`config.mk`:
```
export PLATFORM = sky130hd
export DESIGN_NAME = card_sort_with_stability_check
export DESIGN_NICKNAME = d
export VERILOG_FILES = /design/src/design/csort_pkg.sv /design/src/design/card_sort_with_stability_check.sv /design/src/design/csort_ram.sv
export SDC_FILE = /design/constraint.sdc
export NUM_CORES = 2
export LEC_CHECK = 0
export ABC_CLOCK_PERIOD_IN_PS = 5300
export BUFFER_PORTS_ARGS = -buffer_cell sky130_fd_sc_hd__buf_2
export CAP_MARGIN = 10
export CORE_MARGIN = 1
export CORE_UTILIZATION = 45
export CTS_CLUSTER_DIAMETER = 30
export DETAILED_ROUTE_END_ITERATION = 8
export HOLD_SLACK_MARGIN = 0.12
export PLACE_DENSITY = 0.64
export SYNTH_ARGS = -nofsm -noshare
export SYNTH_HDL_FRONTEND = slang
export SYNTH_SLANG_ARGS = --single-unit
```
`constraint.sdc`:
```
create_clock -name clk -period 5.3 [get_ports clk]
set_input_delay 0 -clock clk [delete_from_list [all_inputs] [get_ports clk]]
set_output_delay 0 -clock clk [all_outputs]
set_load 0.03 [all_outputs]
```
`src/design/csort_pkg.sv`:
```
// shared types and constants for the card sorter
package csort_pkg;
    localparam int MaxCardsDefault = 32;
    localparam int CardWidth = 16;

    typedef struct packed {
        logic [7:0] card_suit;
        logic [7:0] card_value;
        logic       last_card;
    } in_beat_t;

    typedef struct packed {
        logic [7:0] out_suit;
        logic [7:0] out_value;
        logic       is_stable;
        logic       last_out;
    } out_beat_t;

    localparam logic SortBubble = 1'b0;
    localparam logic SortSelect = 1'b1;
endpackage

```
`src/design/card_sort_with_stability_check.sv`:
```
// card sorter top level: load, sort in ram, stability check, emit
//
//  channel | dir | payload        | handshake
//  in      | in  | in_beat_t      | in_valid / in_ready
//  out     | out | out_beat_t     | out_valid / out_ready
//  cfg     | in  | sort_method    | cfg_valid / cfg_ready
//
// loading accepts one card per cycle, then the cards are copied into the sorted ram;
// bubble sort swaps adjacent cards, selection sort swaps the minimum in once per pass
// the check compares every pair of cards; an equal-value pair adds two sweeps of the
// sorted ram to locate both cards; input and config wait from the last card
// until the last result is accepted. reset clears control only, rams stay undefined
module card_sort_with_stability_check #(
    parameter int MaxCards = csort_pkg::MaxCardsDefault
) (
    input  logic                 clk,
    input  logic                 rst_n,
    input  logic                 in_valid,
    output logic                 in_ready,
    input  csort_pkg::in_beat_t  in_data,
    output logic                 out_valid,
    input  logic                 out_ready,
    output csort_pkg::out_beat_t out_data,
    input  logic                 cfg_valid,
    output logic                 cfg_ready,
    input  logic                 cfg_data
);
    localparam int AW = $clog2(MaxCards);
    localparam int CW = $clog2(MaxCards + 1);

    typedef enum logic [10:0] {
        S_LOAD  = 11'b00000000001,
        S_COPY  = 11'b00000000010,
        S_RDA   = 11'b00000000100,
        S_RDB   = 11'b00000001000,
        S_CMP   = 11'b00000010000,
        S_SWAP  = 11'b00000100000,
        S_CKI   = 11'b00001000000,
        S_CKJ   = 11'b00010000000,
        S_FPOS  = 11'b00100000000,
        S_EMIT  = 11'b01000000000,
        S_WAIT  = 11'b10000000000
    } state_t;

    state_t state_reg, state_next;
    logic method_reg;
    logic [CW-1:0] n_reg;
    logic [AW-1:0] i_reg, j_reg, m_reg, p_reg;
    logic [CW-1:0] cnt_reg;
    logic [15:0] a_reg, b_reg, ci_reg, cj_reg;
    logic [CW-1:0] pos_i_reg;
    logic fp_second_reg;
    logic stable_reg;
    logic [1:0] ph_reg;

    // original ram
    logic          o_we;
    logic [AW-1:0] o_waddr, o_raddr;
    logic [15:0]   o_wdata, o_rdata;
    // sorted ram
    logic          s_we;
    logic [AW-1:0] s_waddr, s_raddr;
    logic [15:0]   s_wdata, s_rdata;

    csort_ram #(.Width(csort_pkg::CardWidth), .Depth(MaxCards)) u_orig (
        .clk(clk), .we(o_we), .waddr(o_waddr), .wdata(o_wdata),
        .raddr(o_raddr), .rdata(o_rdata));
    csort_ram #(.Width(csort_pkg::CardWidth), .Depth(MaxCards)) u_sort (
        .clk(clk), .we(s_we), .waddr(s_waddr), .wdata(s_wdata),
        .raddr(s_raddr), .rdata(s_rdata));

    assign cfg_ready  = (state_reg == S_LOAD);
    assign in_ready   = (state_reg == S_LOAD);

    logic [AW-1:0] last_idx;
    assign last_idx = AW'(n_reg - CW'(1));

    // sequencer: each step reads both rams and may write one of them
    always_comb
    begin
        state_next = state_reg;
        o_we = 1'b0; o_waddr = cnt_reg[AW-1:0];
        o_wdata = {in_data.card_suit, in_data.card_value};
        o_raddr = i_reg;
        s_we = 1'b0; s_waddr = j_reg; s_wdata = o_rdata; s_raddr = j_reg;
        case (state_reg)
            S_LOAD:
            begin
                o_we = in_valid;
            end
            S_COPY:
            begin
                o_raddr = p_reg;
                s_waddr = AW'(p_reg - AW'(1));
                s_we = (ph_reg != 2'd0);
            end
            S_RDA:   s_raddr = j_reg;
            S_RDB:   s_raddr = (method_reg == csort_pkg::SortBubble) ?
                               AW'(j_reg - AW'(1)) : m_reg;
            S_SWAP:
            begin
                if (method_reg == csort_pkg::SortBubble)
                begin
                    s_we = 1'b1;
                    s_waddr = (ph_reg == 2'd0) ? j_reg : AW'(j_reg - AW'(1));
                    s_wdata = (ph_reg == 2'd0) ? b_reg : a_reg;
                end
                else
                begin
                    // ph 2/3 read card i, ph 0/1 write both cards
                    s_we = (ph_reg == 2'd0) || (ph_reg == 2'd1);
                    s_raddr = i_reg;
                    s_waddr = (ph_reg == 2'd0) ? m_reg : i_reg;
                    s_wdata = (ph_reg == 2'd0) ? a_reg : b_reg;
                end
            end
            S_CKI:   o_raddr = (ph_reg == 2'd0) ? i_reg : j_reg;
            S_FPOS:  s_raddr = p_reg;
            S_EMIT:  s_raddr = p_reg;
            default: ;
        endcase
    end

    always_ff @(posedge clk or negedge rst_n)
    begin
        if (!rst_n)
        begin
            state_reg  <= S_LOAD;
            method_reg <= csort_pkg::SortBubble;
            cnt_reg    <= '0;
            n_reg      <= '0;
            i_reg <= '0; j_reg <= '0; m_reg <= '0; p_reg <= '0;
            ph_reg <= '0;
            stable_reg <= 1'b1;
            fp_second_reg <= 1'b0;
            pos_i_reg <= '0;
            out_valid <= 1'b0;
        end
        else
        begin
            if (cfg_valid && cfg_ready)
            begin
                method_reg <= cfg_data;
            end
            case (state_reg)
                S_LOAD:
                begin
                    if (in_valid)
                    begin
                        cnt_reg <= cnt_reg + CW'(1);
                        if (in_data.last_card || (cnt_reg + CW'(1)) == CW'(MaxCards))
                        begin
                            n_reg <= cnt_reg + CW'(1);
                            p_reg <= '0;
                            ph_reg <= '0;
                            state_reg <= S_COPY;
                        end
                    end
                end
                S_COPY:
                begin
                    // read p, write p-1 from last cycle's data
                    ph_reg <= 2'd1;
                    if (ph_reg != 2'd0 && AW'(p_reg - AW'(1)) == last_idx)
                    begin
                        i_reg <= '0;
                        stable_reg <= 1'b1;
                        if (n_reg == CW'(1))
                        begin
                            state_reg <= S_CKI; ph_reg <= '0;
                        end
                        else
                        begin
                            j_reg <= (method_reg == csort_pkg::SortBubble) ? last_idx : '0;
                            m_reg <= '0;
                            ph_reg <= '0;
                            state_reg <= S_RDA;
                        end
                    end
                    else
                    begin
                        p_reg <= p_reg + AW'(1);
                    end
                end
                S_RDA: state_reg <= S_RDB;
                S_RDB:
                begin
                    a_reg <= s_rdata;
                    state_reg <= S_CMP;
                end
                S_CMP:
                begin
                    b_reg <= s_rdata;
                    ph_reg <= '0;
                    if (method_reg == csort_pkg::SortBubble)
                    begin
                        // a = card j, b = card j-1
                        if (a_reg[7:0] < s_rdata[7:0]) state_reg <= S_SWAP;
                        else if (j_reg == AW'(i_reg + AW'(1)))
                        begin
                            if (CW'(i_reg) + CW'(2) == n_reg)
                            begin
                                state_reg <= S_CKI;
                                i_reg <= '0;
                            end
                            else
                            begin
                                state_reg <= S_RDA;
                                i_reg <= i_reg + AW'(1);
                            end
                            j_reg <= last_idx;
                        end
                        else
                        begin
                            j_reg <= j_reg - AW'(1);
                            state_reg <= S_RDA;
                        end
                    end
                    else
                    begin
                        // a = card j, b = card m (current minimum)
                        if (a_reg[7:0] < s_rdata[7:0]) m_reg <= j_reg;
                        if (j_reg == last_idx)
                        begin
                            state_reg <= S_SWAP;
                            if (a_reg[7:0] < s_rdata[7:0])
                            begin
                                m_reg <= j_reg;
                                b_reg <= a_reg;
                            end
                            ph_reg <= 2'd2;
                        end
                        else
                        begin
                            j_reg <= j_reg + AW'(1);
                            state_reg <= S_RDA;
                        end
                    end
                end
                S_SWAP:
                begin
                    if (method_reg == csort_pkg::SortBubble)
                    begin
                        ph_reg <= ph_reg + 2'd1;
                        if (ph_reg == 2'd1)
                        begin
                            ph_reg <= '0;
                            if (j_reg == AW'(i_reg + AW'(1)))
                            begin
                                if (CW'(i_reg) + CW'(2) == n_reg)
                                begin
                                    state_reg <= S_CKI;
                                    i_reg <= '0;
                                end
                                else
                                begin
                                    state_reg <= S_RDA;
                                    i_reg <= i_reg + AW'(1);
                                end
                                j_reg <= last_idx;
                            end
                            else
                            begin
                                j_reg <= j_reg - AW'(1);
                                state_reg <= S_RDA;
                            end
                        end
                    end
                    else
                    begin
                        // ph 2: issue read of card i; ph 3: latch it into a; ph 0/1 write
                        case (ph_reg)
                            2'd2:
                            begin
                                ph_reg <= 2'd3;
                            end
                            2'd3:
                            begin
                                a_reg <= s_rdata;
                                ph_reg <= 2'd0;
                            end
                            2'd0: ph_reg <= 2'd1;
                            default:
                            begin
                                ph_reg <= '0;
                                if (CW'(i_reg) + CW'(2) == n_reg)
                                begin
                                    state_reg <= S_CKI;
                                    i_reg <= '0;
                                end
                                else
                                begin
                                    state_reg <= S_RDA;
                                    i_reg <= i_reg + AW'(1);
                                end
                                m_reg <= i_reg + AW'(1);
                                j_reg <= i_reg + AW'(1);
                            end
                        endcase
                    end
                end
                S_CKI:
                begin
                    // ph 0: read i; ph 1: read j, latch i; ph 2: latch j
                    ph_reg <= ph_reg + 2'd1;
                    if (ph_reg == 2'd0 && CW'(i_reg) + CW'(1) >= n_reg)
                    begin
                        p_reg <= '0; ph_reg <= '0;
                        state_reg <= S_EMIT;
                    end
                    else if (ph_reg == 2'd0) j_reg <= i_reg + AW'(1);
                    if (ph_reg == 2'd1) ci_reg <= o_rdata;
                    if (ph_reg == 2'd2)
                    begin
                        cj_reg <= o_rdata;
                        ph_reg <= '0;
                        state_reg <= S_CKJ;
                    end
                end
                S_CKJ:
                begin
                    if (ci_reg[7:0] == cj_reg[7:0])
                    begin
                        p_reg <= '0; ph_reg <= '0; fp_second_reg <= 1'b0;
                        state_reg <= S_FPOS;
                    end
                    else if (CW'(j_reg) + CW'(1) == n_reg)
                    begin
                        i_reg <= i_reg + AW'(1); ph_reg <= '0;
                        state_reg <= S_CKI;
                    end
                    else
                    begin
                        j_reg <= j_reg + AW'(1); ph_reg <= 2'd1;
                        state_reg <= S_CKI;
                    end
                end
                S_FPOS:
                begin
                    // sweep sorted ram; ph 0 issues address 0, ph 1 compares
                    ph_reg <= 2'd1;
                    if (ph_reg == 2'd1 && (s_rdata ==
                        (fp_second_reg ? cj_reg : ci_reg) ||
                        CW'(p_reg) == n_reg))
                    begin
                        ph_reg <= '0;
                        if (!fp_second_reg)
                        begin
                            pos_i_reg <= CW'(AW'(p_reg - AW'(1)));
                            fp_second_reg <= 1'b1;
                            p_reg <= '0;
                        end
                        else
                        begin
                            if (!(pos_i_reg < CW'(AW'(p_reg - AW'(1))))) stable_reg <= 1'b0;
                            if (CW'(j_reg) + CW'(1) == n_reg)
                            begin
                                i_reg <= i_reg + AW'(1); ph_reg <= '0;
                            end
                            else
                            begin
                                j_reg <= j_reg + AW'(1); ph_reg <= 2'd1;
                            end
                            state_reg <= S_CKI;
                        end
                    end
                    else p_reg <= p_reg + AW'(1);
                end
                S_EMIT:
                begin
                    state_reg <= S_WAIT;
                end
                S_WAIT:
                begin
                    if (!out_valid)
                    begin
                        out_valid <= 1'b1;
                        out_data.out_suit <= s_rdata[15:8];
                        out_data.out_value <= s_rdata[7:0];
                        out_data.is_stable <= stable_reg;
                        out_data.last_out <= (CW'(p_reg) + CW'(1) == n_reg);
                    end
                    else if (out_ready)
                    begin
                        out_valid <= 1'b0;
                        if (CW'(p_reg) + CW'(1) == n_reg)
                        begin
                            cnt_reg <= '0;
                            state_reg <= S_LOAD;
                        end
                        else
                        begin
                            p_reg <= p_reg + AW'(1);
                            state_reg <= S_EMIT;
                        end
                    end
                end
                default: state_reg <= S_LOAD;
            endcase
        end
    end

`ifndef SYNTH
    a_no_in_when_busy: assert property (@(posedge clk) disable iff (!rst_n)
        out_valid |-> !in_ready) else $error("input open during emission");
    a_out_hold: assert property (@(posedge clk) disable iff (!rst_n)
        out_valid && !out_ready |=> out_valid && $stable(out_data))
        else $error("result changed while stalled");
    a_count_bound: assert property (@(posedge clk) disable iff (!rst_n)
        cnt_reg <= CW'(MaxCards)) else $error("card count overflow");
`endif
endmodule

```
`src/design/csort_ram.sv`:
```
// generic single-port-write ram with registered read
module csort_ram #(
    parameter int Width = 16,
    parameter int Depth = 32
) (
    input  logic                     clk,
    input  logic                     we,
    input  logic [$clog2(Depth)-1:0] waddr,
    input  logic [Width-1:0]         wdata,
    input  logic [$clog2(Depth)-1:0] raddr,
    output logic [Width-1:0]         rdata
);
    logic [Width-1:0] mem [Depth];

    always_ff @(posedge clk)
    begin
        if (we)
        begin
            mem[waddr] <= wdata;
        end
        rdata <= mem[raddr];
    end
endmodule
```
### Word-level counts from Yosys, hierarchy flattened

Memories as Yosys holds them, arrays and structs flattened. A register that Yosys moved wholly into a read port is not among the register bits.
Index checks and enable logic that the tools add are counted.

* output and inout port bits: 21
* RAM bits: 1024
* input port bits: 23
* bits in registers: 136
* logic and storage cells: 257
* memories kept: 2

Memories
* u_orig.mem: words 32, width 16, read ports 1, clocked after Yosys merged registers in 1, write ports 1, line csort_ram.sv:13 `logic [Width-1:0] mem [Depth];`
* u_sort.mem: words 32, width 16, read ports 1, clocked after Yosys merged registers in 1, write ports 1, line csort_ram.sv:13

* multiplexer cells: 127
* bitwise logic cells: 2
* add/subtract/negate cells: 12
* magnitude comparators: 3
* reductions and logical operators: 36
* eq/ne operators: 54

Operators by type and width (number)
* two-way mux 5 bit: 51
* two-way mux 16 bit: 10
* two-way mux 11 bit: 13
* one-hot mux 11 bit (11 select lines): 1
* one-hot mux 5 bit (6 select lines): 2
* != test 2 bit (second input constant): 22
* one-hot mux 16 bit (2 select lines): 1
* two-way mux 6 bit: 5
* one-hot mux 5 bit (3 select lines): 2
* two-way mux 7 bit: 4
* one-hot mux 5 bit (5 select lines): 1
* AND reduction 3 bit: 7
* one-hot mux 5 bit (2 select lines): 2
* AND reduction 10 bit: 2
* two-way mux 1 bit: 19
* adder 5 x 1 -> 6 bit (second input constant): 3
* == test 6 bit: 3
* != test 3 bit (second input constant): 6
* == test 16 bit: 1
* two-way mux 2 bit: 8
* adder 5 x 1 -> 5 bit (second input constant): 3
* == test 5 bit: 3
* subtractor 5 x 1 -> 5 bit (second input constant): 3
* one-hot mux 2 bit (7 select lines): 1
* 46 further kinds: 61

### Depth between registers and ports, before layout

* depth in word-level cells: 7
* mapped depth: 15
* mapped depth without buffers: 12

### By module

From an unflattened synthesis, not the netlist that was laid out.

* cells, all modules: 3165
* area total of the unflattened synthesis: 49705.2 um^2

Modules (own cells, without submodules)
* csort_ram: cells an instance 1143, seq. area each 15695.1 um^2, area each 20534.7 um^2, times used 2
* card_sort_with_stability_check: cells an instance 879, seq. area each 3816.2 um^2, area each 8635.8 um^2, times used 1

### Worst setup path after synthesis

Ideal clock, no wire load.

* path type: register to register
* from: register method_reg
* to: memory u_sort.mem[0][10], data pin
* arrival time: 3.331 ns
* period minus slack after synthesis: 3.785 ns
* setup slack: 1.515 ns
* path buffers: 3
* stages on the path, launching flop included: 7
* required time: 4.846 ns
* setup time: 0.454 ns
* cell sequence: dfrtp_1 > clkbuf_1 > clkbuf_1 > xnor2_1 > clkbuf_1 > mux2i_1 > o21ai_0

* word-level cells in the longest chain between the ends: 2

RTL lines
* from (decl): line card_sort_with_stability_check.sv:46 `logic method_reg;`
* from (signal assigned): line card_sort_with_stability_check.sv:129 `method_reg <= csort_pkg::SortBubble;`
* from (signal assigned): line card_sort_with_stability_check.sv:143 `method_reg <= cfg_data;`
* two-way mux 16 bit: line card_sort_with_stability_check.sv:102 `if (method_reg == csort_pkg::SortBubble)`
* two-way mux 16 bit: line card_sort_with_stability_check.sv:86 `case (state_reg)`
* via s_wdata[10]: line card_sort_with_stability_check.sv:63 `logic [15:0] s_wdata, s_rdata;`
* to (decl): line csort_ram.sv:13

The timed path passes the listed nets, and every way through them passes these cells.

### Final worst setup path

* from: register j_reg[1]
* to: register u_sort.rdata[12], read port of u_sort.mem

* word-level cells in the longest chain between the ends: 3
* elaborated cells between the ends (all ways): 4
* classes of those cells: add/sub: 1; mux: 3

RTL lines
* from (decl): line card_sort_with_stability_check.sv:48 `logic [AW-1:0] i_reg, j_reg, m_reg, p_reg;`
* from (signal assigned): line card_sort_with_stability_check.sv:174 `j_reg <= (method_reg == csort_pkg::SortBubble) ? last_idx : '0;`
* from (signal assigned): line card_sort_with_stability_check.sv:211 `j_reg <= last_idx;`
* from (signal assigned): line card_sort_with_stability_check.sv:215 `j_reg <= j_reg - AW'(1);`
* subtractor 5 x 1 -> 5 bit: line card_sort_with_stability_check.sv:99 `AW'(j_reg - AW'(1)) : m_reg;`
* two-way mux 5 bit: line card_sort_with_stability_check.sv:98 `S_RDB: s_raddr = (method_reg == csort_pkg::SortBubble) ?`
* one-hot mux 5 bit (3 select lines) *: line card_sort_with_stability_check.sv:86
* to (decl): line csort_ram.sv:11 `output logic [Width-1:0] rdata`

Every way passes the cells marked *; elsewhere a longest branch is shown, timed or not.
A chain may end at the register's enable or synchronous reset.

==> impl_metrics.env <==
export IMPL_run_status="completed"
export IMPL_root_cell_of_the_clock_tree="clkbuf_16"
export IMPL_tightest_slew_ns=1.01
export IMPL_final_nets=4302
export IMPL_final_wirelength_um=145000
export IMPL_number_of_buffers_created_by_cts=234
export IMPL_comb_power_share_pct=18.6
export IMPL_die_h_um=336
export IMPL_dp_cells=5474
export IMPL_post_route_min_period_ns=4.45
export IMPL_synth_lib_cells_used_distinct=93
export IMPL_max_slew_violation_count=0
export IMPL_min_delay_start="in_valid"
export IMPL_critPathLaunchType="register"
export IMPL_gp_routability_congestion=0.894
export IMPL_core_rowCount=122
export IMPL_final_setup_tns_ns=0
export IMPL_floorplan_die_area_um2=113000
export IMPL_worst_ep_arrival_time_ns=5.21
export IMPL_number_of_global_route_vias_before_repair=33100
export IMPL_insertion_delay_ns=0.82
export IMPL_synth_area_um2=50100
export IMPL_multiInputGateArea_um2=14000
export IMPL_number_of_gates_resized_after_cts=0
export IMPL_setup_viol=0
export IMPL_clock_path_buffers=3
export IMPL_layout_common_cells="edfxtp_1 (1,106), nand2_1 (1,001), nand3_1 (505)"
export IMPL_async_flop_share_pct=4.53
export IMPL_grt_first_pass_wirelength_um=214000
export IMPL_slowest_stage="a21boi_2"
export IMPL_power_frac_seq_pct=35.1
export IMPL_final_common_cell="edfxtp_1"
export IMPL_post_synth_inst_count=4043
export IMPL_cts_num_sinks=1192
export IMPL_routed_via_count=34500
export IMPL_crit_share_post_route_pct=84.0
export IMPL_switching_power_mw=9.97
export IMPL_floorplan_die_width_um=336
export IMPL_crit_top_cell="a21boi_0"
export IMPL_cp_required_ns=6.06
export IMPL_p_sw_share_pct=30.6
export IMPL_crit_path_max_incr_delay_ns=0.78
export IMPL_pwr_share_clk_pct=46.2
export IMPL_antenna_violations_before_repair=1
export IMPL_antenna_diode_count=0
export IMPL_startpoint="j_reg[1]"
export IMPL_critical_path_reg2reg_startpoint="j_reg[1]"
export IMPL_slew_headroom_pct=32.7
export IMPL_seqCellArea_um2=35200
export IMPL_fillers=9021
export IMPL_synth_yosys_seq_area_share_pct=70.3
export IMPL_place_detailed_hpwl_um=85000
export IMPL_grt_ovfl_total=0
export IMPL_numPortBuffers=43
export IMPL_synth_edf_count=1106
export IMPL_count_of_endpoints_failing_hold_in_the_final_timing_report=0
export IMPL_drt_drc_violations_left=0
export IMPL_antenna_left=0
export IMPL_global_route_usage_total_pct=25.6
export IMPL_path_max_fanout=14
export IMPL_cp_cell_sequence="inv_1 -> ha_1 -> xor2_1 -> mux2_2 -> a221o_1 -> a211oi_4 -> a21boi_2 -> buf_4 -> a21boi_0 -> a32o_1 -> a21boi_0 -> o211a_1"
export IMPL_synth_flop_cell="edfxtp_1"
export IMPL_worstHoldPathType="input port to register"
export IMPL_routed_via_density=5.81
export IMPL_mappedNetlistNets=4095
export IMPL_top_regs="u_orig.mem: 512 flops, u_sort.mem: 512 flops, out_data: 18 flops"
export IMPL_placeableCoreArea_um2=111000
export IMPL_critPathKind="register to register"
export IMPL_static_leakage_power_nw=21.7
export IMPL_rsz0062_at_grt="no"
export IMPL_cts_htree_levels=4
export IMPL_detail_route_first_pass_iterations=6
export IMPL_postSynthAreaPerCell_um2=12.4
export IMPL_power_report_internal_total_mw=22.6
export IMPL_cap_viol_max_count=0
export IMPL_grt_start_max_net_pins=81
export IMPL_worst_setup_path_end_kind="register"
export IMPL_clock_skew_ns=0.0685
export IMPL_max_freq_mhz=225
export IMPL_drive_gt1_share_pct=16.2
export IMPL_detail_route_iter0_violations=4073
export IMPL_power_density_nw_per_um2=532
export IMPL_register_bit_total_from_synthesis=1192
export IMPL_routedWlPerCell_um=24.4
export IMPL_finalNonFillerCells=5949
export IMPL_pin_count=44
export IMPL_area_growth_synth_to_final_pct=22.2
export IMPL_starting_density_pct=45.3
export IMPL_power_ir_vdd_worst_mv=0.488
export IMPL_yosysWarningCount=0
export IMPL_worst_setup_hold_path_clk_slew_ns=0.05
export IMPL_clock_tree_from_tritoncts="done"
-- routing by layer --
metal	global-route usage, %	vias up	share of wire [%]
met5	0	-	0
met4	10.7	0	3.7
met3	4.28	288	8.0
met2	40.8	1669	47
met1	34.8	17200	41
li1	-	15400	-
-- metrics by stage --
step / util [%] / power, mW / hold WS (ns) / cell area (um^2) / worst slack [ns]
after CTS: 55.4 / 32.6 / 0.132 / 61200 / 0.886
final: 55.4 / 32.5 / 0.133 / 61200 / 0.846
after global placement: 47.7 / 17.5 / -0.0445 / 52700 / 0.962
after detailed placement: 47.7 / 17.5 / -0.0468 / 52700 / 0.882
after global routing: 55.4 / 33.5 / 0.150 / 61200 / 0.724
after floorplan: - / 15.2 / -0.296 / 50100 / 1.52
-- cell usage after synthesis (6+ instances only) --
library cell | count | area share (%)
a221oi_1 | 7 | 0.12
mux2i_1 | 43 | 0.86
and2_1 | 6 | 0.075
and4_1 | 16 | 0.28
mux2_2 | 20 | 0.45
o221a_1 | 10 | 0.22
nor2b_1 | 8 | 0.10
a32oi_2 | 10 | 0.32
o21ai_0 | 141 | 1.4
or3_1 | 11 | 0.14
buf_1 | 37 | 0.28
or4_1 | 8 | 0.12
buf_4 | 6 | 0.090
a21boi_1 | 11 | 0.16
nor4_1 | 17 | 0.21
a32oi_1 | 8 | 0.14
xnor2_1 | 53 | 0.93
xor2_1 | 30 | 0.52
a311oi_1 | 33 | 0.58
edfxtp_1 | 1106 | 66
nand2_1 | 1003 | 7.5
nand3_1 | 507 | 5.1
dfrtp_1 | 52 | 2.6
nor2_1 | 146 | 1.1
a31oi_1 | 49 | 0.61
nor3_1 | 21 | 0.21
o21a_1 | 6 | 0.090
o2111ai_1 | 32 | 0.56
nand4_1 | 46 | 0.57
a21oi_1 | 67 | 0.67
a21boi_0 | 9 | 0.13
inv_1 | 28 | 0.21
and3_1 | 78 | 0.97
buf_2 | 49 | 0.49
nand2b_1 | 10 | 0.12
clkbuf_1 | 166 | 1.2
dfxtp_1 | 32 | 1.3
ha_1 | 29 | 0.72
a211oi_1 | 23 | 0.34
-- power groups by stage --
stage          Sequential (mW)  Clock, mW  Combinational (mW)
6_report                  11.4       15.0                6.06
5_1_grt                   11.4       15.6                6.50
4_1_cts                   11.4       15.2                6.00
3_5_place_dp              11.6          0                5.94
3_3_place_gp              11.6          0                5.89
2_1_floorplan             11.2          0                3.97
-- cells by family after synthesis --
group | Yosys count | share of synthesized area, %
compound gates | 471 | 6.54
xor+xnor | 86 | 1.58
fa+ha+maj | 29 | 0.724
buf+inv | 290 | 2.39
flops | 1192 | 70.3
mux | 64 | 1.35
simple gates | 1911 | 17.1
-- repair_timing --
item / 4_1_cts / 5_1_grt
buffers inserted: 0 / 0
hold endpoints to repair: 628 / 0
endpoints found under the setup margin: 0 / 0
hold buffers: 28 / 0
-- final timing paths --
kind	endpoint	slack, ns	cells past startpoint
worst max register to register	u_sort.rdata[12]	0.85	12
worst min-delay path	cnt_reg[5]	0.13	4
max in group asynchronous	state_next[4]	3.88	4
min in group asynchronous	n_reg[3]	0.49	4
worst max-delay path	u_sort.rdata[12]	0.85	12
worst min register to register	ci_reg[11]	0.46	0
-- critical path: cells and delay by family (launching register included) --
kind                     cells  cell delay [ns]
buffers and inverters        2             0.59
multiplexers                 1             0.28
adder cells (fa/ha/maj)      1             0.28
flip-flops                   1             0.71
XOR/XNOR                     1             0.16
AO/OA/AOI/OAI                7             2.38
-- cell type report --
cell class                 instances  area share, %
clock buffer                     254           9.76
multi-input combinational       2561           22.8
inverter                          29          0.180
sequential                      1192           57.5
clock inverter                   193           3.73
tap                             1488           3.04
timing repair buffer             232           2.97
Power figures use the tool's default switching activity.
